--- src/ptts_pkg.sv ---
// shared types and constants for the periodic task tick scheduler
package ptts_pkg;

    localparam int TASK_W  = 2;
    localparam int SLOT_W  = 16;
    localparam int TABLE_W = 64;
    localparam int ADDR_W  = 4;

    localparam logic [1:0] ACT_TICK    = 2'd0;
    localparam logic [1:0] ACT_SUSPEND = 2'd1;
    localparam logic [1:0] ACT_START   = 2'd2;

    localparam logic REG_PERIOD = 1'b0;
    localparam logic REG_DELAY  = 1'b1;

    typedef struct packed {
        logic [1:0]        action;
        logic [TASK_W-1:0] task_index;
    } t_in_word;

    typedef struct packed {
        logic [TASK_W-1:0] fired_task;
        logic              last;
    } t_out_word;

    typedef struct packed {
        logic start;
        logic suspend;
        logic step;
    } t_dp_cmd;

    typedef struct packed {
        logic fire;
        logic slot_free;
        logic walk_end;
    } t_dp_status;

endpackage

--- src/ptts_ctrl.sv ---
// controller state machine: accepts words and sequences the task walk
module ptts_ctrl (
    input  logic                  i_clk,
    input  logic                  i_rst_n,
    input  logic                  i_in_valid,
    input  logic [1:0]            i_action,
    input  ptts_pkg::t_dp_status  i_status,
    output logic                  o_in_ready,
    output ptts_pkg::t_dp_cmd     o_cmd
);

    typedef enum logic [1:0] {
        S_IDLE = 2'b01,
        S_WALK = 2'b10
    } t_ctl_state;

    t_ctl_state r_state;
    t_ctl_state n_state;
    logic       accept;

    assign o_in_ready = (r_state == S_IDLE);
    assign accept     = i_in_valid && o_in_ready;

    always_comb begin
        o_cmd.start   = accept && (i_action == ptts_pkg::ACT_START);
        o_cmd.suspend = accept && (i_action == ptts_pkg::ACT_SUSPEND);
        // a firing task waits until the output register can take its word
        o_cmd.step    = (r_state == S_WALK) && (!i_status.fire || i_status.slot_free);
    end

    always_comb begin
        n_state = r_state;
        unique case (r_state)
            S_IDLE: begin
                if (accept && (i_action == ptts_pkg::ACT_TICK)) begin
                    n_state = S_WALK;
                end
            end
            S_WALK: begin
                if (o_cmd.step && i_status.walk_end) begin
                    n_state = S_IDLE;
                end
            end
            default: n_state = S_IDLE;
        endcase
    end

    always_ff @(posedge i_clk) begin
        if (!i_rst_n) begin
            r_state <= S_IDLE;
        end else begin
            r_state <= n_state;
        end
    end

endmodule

--- src/ptts_datapath.sv ---
// datapath: tables, countdowns, running flags, walk index and output register
module ptts_datapath #(
    parameter int NUM_TASKS   = 4,
    parameter int COUNT_WIDTH = 16
) (
    input  logic                           i_clk,
    input  logic                           i_rst_n,
    input  ptts_pkg::t_dp_cmd              i_cmd,
    input  ptts_pkg::t_in_word             i_in_data,
    input  logic                           i_out_ready,
    input  logic                           i_cfg_we,
    input  logic                           i_cfg_sel,
    input  logic [ptts_pkg::TABLE_W-1:0]   i_cfg_wdata,
    output logic [ptts_pkg::TABLE_W-1:0]   o_cfg_rdata,
    output ptts_pkg::t_dp_status           o_status,
    output logic                           o_out_valid,
    output ptts_pkg::t_out_word            o_out_data
);

    localparam int IDX_W = (NUM_TASKS > 1) ? $clog2(NUM_TASKS) : 1;
    localparam int CNT_W = IDX_W + 1;

    logic [ptts_pkg::TABLE_W-1:0] r_period_table;
    logic [ptts_pkg::TABLE_W-1:0] r_delay_table;
    logic [COUNT_WIDTH-1:0]       r_count [NUM_TASKS];
    logic [NUM_TASKS-1:0]         r_running;
    logic [IDX_W-1:0]             r_walk;
    logic                         r_out_valid;
    ptts_pkg::t_out_word          r_out_data;

    logic [COUNT_WIDTH-1:0] period_slot [NUM_TASKS];
    logic [COUNT_WIDTH-1:0] delay_slot  [NUM_TASKS];
    logic [NUM_TASKS-1:0]   fire_vec;
    logic                   later_fire;
    logic                   walk_end;
    logic                   susp_ok;
    logic [IDX_W-1:0]       susp_idx;

    for (genvar g = 0; g < NUM_TASKS; g++) begin : g_slot
        assign period_slot[g] = r_period_table[ptts_pkg::SLOT_W*g +: COUNT_WIDTH];
        assign delay_slot[g]  = r_delay_table[ptts_pkg::SLOT_W*g +: COUNT_WIDTH];
        assign fire_vec[g]    = (r_count[g] == '0) && r_running[g];
    end

    // tasks above the walk index are untouched until their turn; flag any that fires
    always_comb begin
        later_fire = 1'b0;
        for (int j = 0; j < NUM_TASKS; j++) begin
            if (j > int'(r_walk)) begin
                later_fire = later_fire | fire_vec[j];
            end
        end
    end

    assign walk_end = (r_walk == IDX_W'(NUM_TASKS - 1));
    assign susp_ok  = ({1'b0, i_in_data.task_index} < (ptts_pkg::TASK_W + 1)'(NUM_TASKS));
    assign susp_idx = i_in_data.task_index[IDX_W-1:0];

    always_comb begin
        o_status.fire      = fire_vec[r_walk];
        o_status.slot_free = !r_out_valid || i_out_ready;
        o_status.walk_end  = walk_end;
    end

    assign o_cfg_rdata = (i_cfg_sel == ptts_pkg::REG_DELAY) ? r_delay_table : r_period_table;
    assign o_out_valid = r_out_valid;
    assign o_out_data  = r_out_data;

    always_ff @(posedge i_clk) begin
        if (!i_rst_n) begin
            r_period_table <= '0;
            r_delay_table  <= '0;
        end else if (i_cfg_we) begin
            if (i_cfg_sel == ptts_pkg::REG_DELAY) begin
                r_delay_table <= i_cfg_wdata;
            end else begin
                r_period_table <= i_cfg_wdata;
            end
        end
    end

    always_ff @(posedge i_clk) begin
        if (!i_rst_n) begin
            for (int k = 0; k < NUM_TASKS; k++) begin
                r_count[k] <= '0;
            end
            r_running <= '1;
            r_walk    <= '0;
        end else begin
            if (i_cmd.start) begin
                for (int k = 0; k < NUM_TASKS; k++) begin
                    r_count[k] <= delay_slot[k];
                end
                r_running <= '1;
            end
            if (i_cmd.suspend && susp_ok) begin
                r_running[susp_idx] <= 1'b0;
            end
            if (i_cmd.step) begin
                // suspended task at zero holds instead of wrapping
                if (r_count[r_walk] == '0) begin
                    if (r_running[r_walk]) begin
                        r_count[r_walk] <= period_slot[r_walk];
                    end
                end else begin
                    r_count[r_walk] <= r_count[r_walk] - COUNT_WIDTH'(1);
                end
                r_walk <= walk_end ? '0 : IDX_W'(CNT_W'(r_walk) + CNT_W'(1));
            end
        end
    end

    always_ff @(posedge i_clk) begin
        if (!i_rst_n) begin
            r_out_valid <= 1'b0;
        end else if (i_cmd.step && fire_vec[r_walk]) begin
            r_out_valid <= 1'b1;
        end else if (i_out_ready) begin
            r_out_valid <= 1'b0;
        end
    end

    always_ff @(posedge i_clk) begin
        if (i_cmd.step && fire_vec[r_walk]) begin
            r_out_data.fired_task <= ptts_pkg::TASK_W'(r_walk);
            r_out_data.last       <= !later_fire;
        end
    end

endmodule

--- src/periodic_task_tick_scheduler_unit.sv ---
// top level of the periodic task tick scheduler
// usage:
//   input channel (i_in_valid / o_in_ready / i_in_data) takes one word per
//   command: tick, suspend of one task, or start (reload delays, all running).
//   output channel (o_out_valid / i_out_ready / o_out_data) gives one word per
//   task that fires on a tick, in task order, with last set on the final one.
//   a tick that fires nothing gives no word.
//   config port: period_table at byte address 0, delay_table at 8, 64 bits
//   each, written during the access cycle; pready is always high.
// timing:
//   start and suspend take effect in the accept cycle; the next word can be
//   taken in the cycle after. a tick walks the countdowns one task per cycle
//   while no firing task is held by the output register; fired words
//   appear in the cycle after their step. each walk step updates only the
//   countdown at the walk index.
// reset: countdowns go to zero, all tasks running, both tables zero.
// stall: a firing task waits while the output register holds an untaken word;
//   no input word is taken until the walk ends.
module periodic_task_tick_scheduler_unit #(
    parameter int NUM_TASKS   = 4,
    parameter int COUNT_WIDTH = 16
) (
    input  logic                           i_clk,
    input  logic                           i_rst_n,
    input  logic                           i_in_valid,
    output logic                           o_in_ready,
    input  ptts_pkg::t_in_word             i_in_data,
    output logic                           o_out_valid,
    input  logic                           i_out_ready,
    output ptts_pkg::t_out_word            o_out_data,
    input  logic                           psel,
    input  logic                           penable,
    input  logic                           pwrite,
    input  logic [ptts_pkg::ADDR_W-1:0]    paddr,
    input  logic [ptts_pkg::TABLE_W-1:0]   pwdata,
    output logic [ptts_pkg::TABLE_W-1:0]   prdata,
    output logic                           pready
);

    ptts_pkg::t_dp_cmd    cmd;
    ptts_pkg::t_dp_status status;
    logic                 cfg_we;
    logic                 cfg_sel;

    assign pready  = 1'b1;
    assign cfg_we  = psel && penable && pwrite && pready;
    assign cfg_sel = paddr[3];

    ptts_ctrl u_ctrl (
        .i_clk      (i_clk),
        .i_rst_n    (i_rst_n),
        .i_in_valid (i_in_valid),
        .i_action   (i_in_data.action),
        .i_status   (status),
        .o_in_ready (o_in_ready),
        .o_cmd      (cmd)
    );

    ptts_datapath #(
        .NUM_TASKS   (NUM_TASKS),
        .COUNT_WIDTH (COUNT_WIDTH)
    ) u_datapath (
        .i_clk       (i_clk),
        .i_rst_n     (i_rst_n),
        .i_cmd       (cmd),
        .i_in_data   (i_in_data),
        .i_out_ready (i_out_ready),
        .i_cfg_we    (cfg_we),
        .i_cfg_sel   (cfg_sel),
        .i_cfg_wdata (pwdata),
        .o_cfg_rdata (prdata),
        .o_status    (status),
        .o_out_valid (o_out_valid),
        .o_out_data  (o_out_data)
    );

endmodule
--- config.mk ---
export PLATFORM = sky130hd
export DESIGN_NAME = periodic_task_tick_scheduler_unit
export DESIGN_NICKNAME = d
export VERILOG_FILES = /design/src/ptts_pkg.sv /design/src/ptts_ctrl.sv /design/src/ptts_datapath.sv /design/src/periodic_task_tick_scheduler_unit.sv
export SDC_FILE = /design/constraint.sdc
export NUM_CORES = 1
export LEC_CHECK = 0
export ABC_CLOCK_PERIOD_IN_PS = 2900
export BUFFER_PORTS_ARGS = -buffer_cell sky130_fd_sc_hd__buf_2
export CORE_UTILIZATION = 30
export DETAILED_ROUTE_END_ITERATION = 8
export PLACE_DENSITY_LB_ADDON = 0.3
export SYNTH_ARGS = -nofsm -noshare
export SYNTH_HDL_FRONTEND = slang
export SYNTH_SLANG_ARGS = --single-unit
--- constraint.sdc ---
create_clock -name i_clk -period 2.9 [get_ports i_clk]
set_input_delay 0.58 -clock i_clk [delete_from_list [all_inputs] [get_ports i_clk]]
set_output_delay 0.58 -clock i_clk [all_outputs]
set_load 0.005 [all_outputs]
==> out/metrics.yaml <==
groute.usage.overall: 0.2059
syn_nets: 1068
die_x_um: 185.8
relSlewSlack: 0.4677
hpwlAfterDp_mm: 25.62
cts_htree_levels: 1
syn_inst: 983
power_density_mw_per_mm2: 526.4
numClockSinks: 206
rrSetupSlack_ns: -0.007
reg2reg_depth: 10
diodes: 0
end_kind: "register"
yosys_warnings: 0
routedWlPerCell_um: 22.15
num-nets-final: 1243
fin_ws_ns: -0.006888
worst_pin_slew_ns: 0.7985
peakVddDrop_v: 0.0003924
dpl-instance-area_mm2: 0.01186
min_path_type: "in2reg"
worstPathMaxFanout: 16
rsz0062_at_grt: "true"
cp.arrival_ns: 3.20
rows: 66
synth_area_mm2: 0.01013
clk_latency_ns: 0.55
maxSlewViolCount: 0
area_growth_pct: 26.60
min_period_ns: 2.907
cts_tree: "built"
cts-hold-fix-buffers: 0
tns_ns: -0.009587
grt_pass1_wl_mm: 51.79
viasPerCell: 5.185
synth-edff-count: 67
finalCritPeriodShare: 1.002
outcome: "finished, violations left"
grt_max_degree: 83
synth_most_common_cell: "nand2_1"
vias: 8394
synth_ff_type: "dfxtp_1"
yosysTopAreaCell: "dfxtp_1"
grt_pass1_vias: 8022
synth_top_cell_area_share: 0.2747
dp_cells: 1568
ys_seq_area_frac: 0.4733
ant_nets: 0
wl_mm: 35.86
drt-pass1-iter-count: 5
fmax_mhz: 344.0
coreArea_mm2: 0.03287
ys_types: 42
die_y_um: 185.8
async_flop_share: 0
finalClockSkew_ns: 0.01987
io_buffers: 144
path_class: "reg2reg"
synth_area_leaders: "dfxtp_1, edfxtp_1, nand2_1"
violations: "setup timing"
cts.path.max_buffers: 3
start_kind: "register"
power_mw: 6.752
ios: 149
remaining_drc_errors: 0
instances_no_fill: 1619
drv_cap: 0
min_from: "i_in_data[0]"
start_util: 0.3082
setup_violations: 3
numCtsBuffers: 25
final_hold_viol_count: 0
required_ns: 3.19
grt-ovfl-total: 0
syn_area_per_cell_um2: 10.31
p_leak_nw: 4.929
rr_endpoint: "u_datapath.r_count[3][3]"
whs_ns: 0.2777
pre_cts_slack_ns: -0.1031
holdPathStages: 2
antenna_found_initial: 0
ys_ff_latch: 206
clk_pin_slew_worst_paths_ns: 0.06
drt_iter0_drc: 643
finalWeightedCongestion: 0.9423
synth_common_cells: "nand2_1, dfxtp_1, a21boi_0"
final_core_util: 0.3902
die-area_mm2: 0.03451
cts-root-buf: "clkbuf_16"
drive_gt1_frac: 0.3398
whs_endpoint: "u_datapath.r_running[1]"
fin_area_mm2: 0.01283
==> placed cells by master, fill, tap and decap left out, types with 3 or more instances in the layout <==
cell type  count
o21ai_0        5
nor2b_1        4
buf_12        15
buf_6          3
nor3_1         9
a21boi_0     131
mux4_2        33
nand4_1        6
and2_4         5
nand2_1      278
buf_4         58
clkbuf_16     25
clkbuf_1       6
clkbuf_8       5
mux2_2        75
nor2_1        12
xnor2_1        5
dfxtp_1      137
nand4b_1       3
buf_2        143
edfxtp_1      67
or3_1          3
a22o_1        60
ha_1           6
nor4_1        12
xor2_1         8
nand3_1        4
clkinv_2       5
inv_1          6
mux2_4         3
==> what timing repair did <==
item,in CTS,in global routing
pin swaps,3,1
endpoints found under the setup margin,92,118
gates cloned,1,1
buffers inserted,5,0
gates resized for setup,17,18
==> flip-flops by register name (all words and copies together), names as in the netlist, named ones only <==
| register | cells |
|---|---|
| u_datapath.r_count | 64 |
| u_datapath.r_period_table | 64 |
| u_ctrl.r_state | 2 |
| u_datapath.o_out_data | 3 |
| u_datapath.r_running | 4 |
| u_datapath.r_delay_table | 64 |
| u_datapath.r_walk | 2 |
| u_datapath.o_out_valid | 1 |
==> routing by layer <==
metal,part of all wire,global-route usage,routed length [um]
met1,0.42,0.2799,15190
met2,0.46,0.3193,16340
met3,0.064,0.02446,2289
met4,0.057,0.1092,2038
met5,0,0,0
==> cell type report <==
type | instances | area [um2]
fillers | 3339 | 20040
multi-input cells | 698 | 5121
flip-flops and latches | 206 | 4800
repair buffers | 220 | 1513
clock buffers | 36 | 716.9
well taps | 442 | 553.0
clock inverters | 10 | 96.34
inverters | 7 | 26.28
==> report_power, final <==
part / internal, mW / total (mW) / switching [mW]
logic: 0.241 / 0.518 / 0.277
clock network: 1.82 / 3.09 / 1.27
registers: 3.06 / 3.14 / 0.0835
==> kinds of logic (layout without fill, tap and decap cells) <==
kind of cell / count (synthesis) / count (layout) / share of synthesized area
adder cells (fa/ha/maj): 6 / 6 / 0.007410
flip-flops: 206 / 206 / 0.4733
AND/OR/NAND/NOR: 357 / 358 / 0.1493
AO/OA/AOI/OAI: 206 / 206 / 0.1586
multiplexers: 114 / 114 / 0.1630
buffers and inverters: 80 / 273 / 0.03680
other: 1 / 1 / 0.0003702
XOR/XNOR: 13 / 13 / 0.01124
==> worst max-delay path, cell delays in order (launching register included) <==
cell,delay [ns]
dfxtp_4,0.40
buf_12,0.14
buf_4,0.13
mux4_2,0.50
nor3_1,0.22
buf_4,0.17
nand4_1,0.13
nand4_1,0.16
buf_12,0.19
mux2_2,0.40
a22o_1,0.20
==> worst max-delay path by stage <==
stage	start	end	slack [ns]	cells past startpoint
6_report	register	u_datapath.r_count[3][3]	-0.007	10
5_1_grt	register	u_datapath.r_count[3][4]	-0.08	8
4_1_cts	register	u_datapath.r_count[0][0]	-0.01	9
3_5_place_dp	register	u_datapath.r_count[3][11]	-0.10	8
2_1_floorplan	register	u_datapath.r_count[0][10]	0.04	12
3_3_place_gp	register	u_datapath.r_count[3][11]	-0.06	8
No activity file was read; power rests on OpenSTA's default activity.
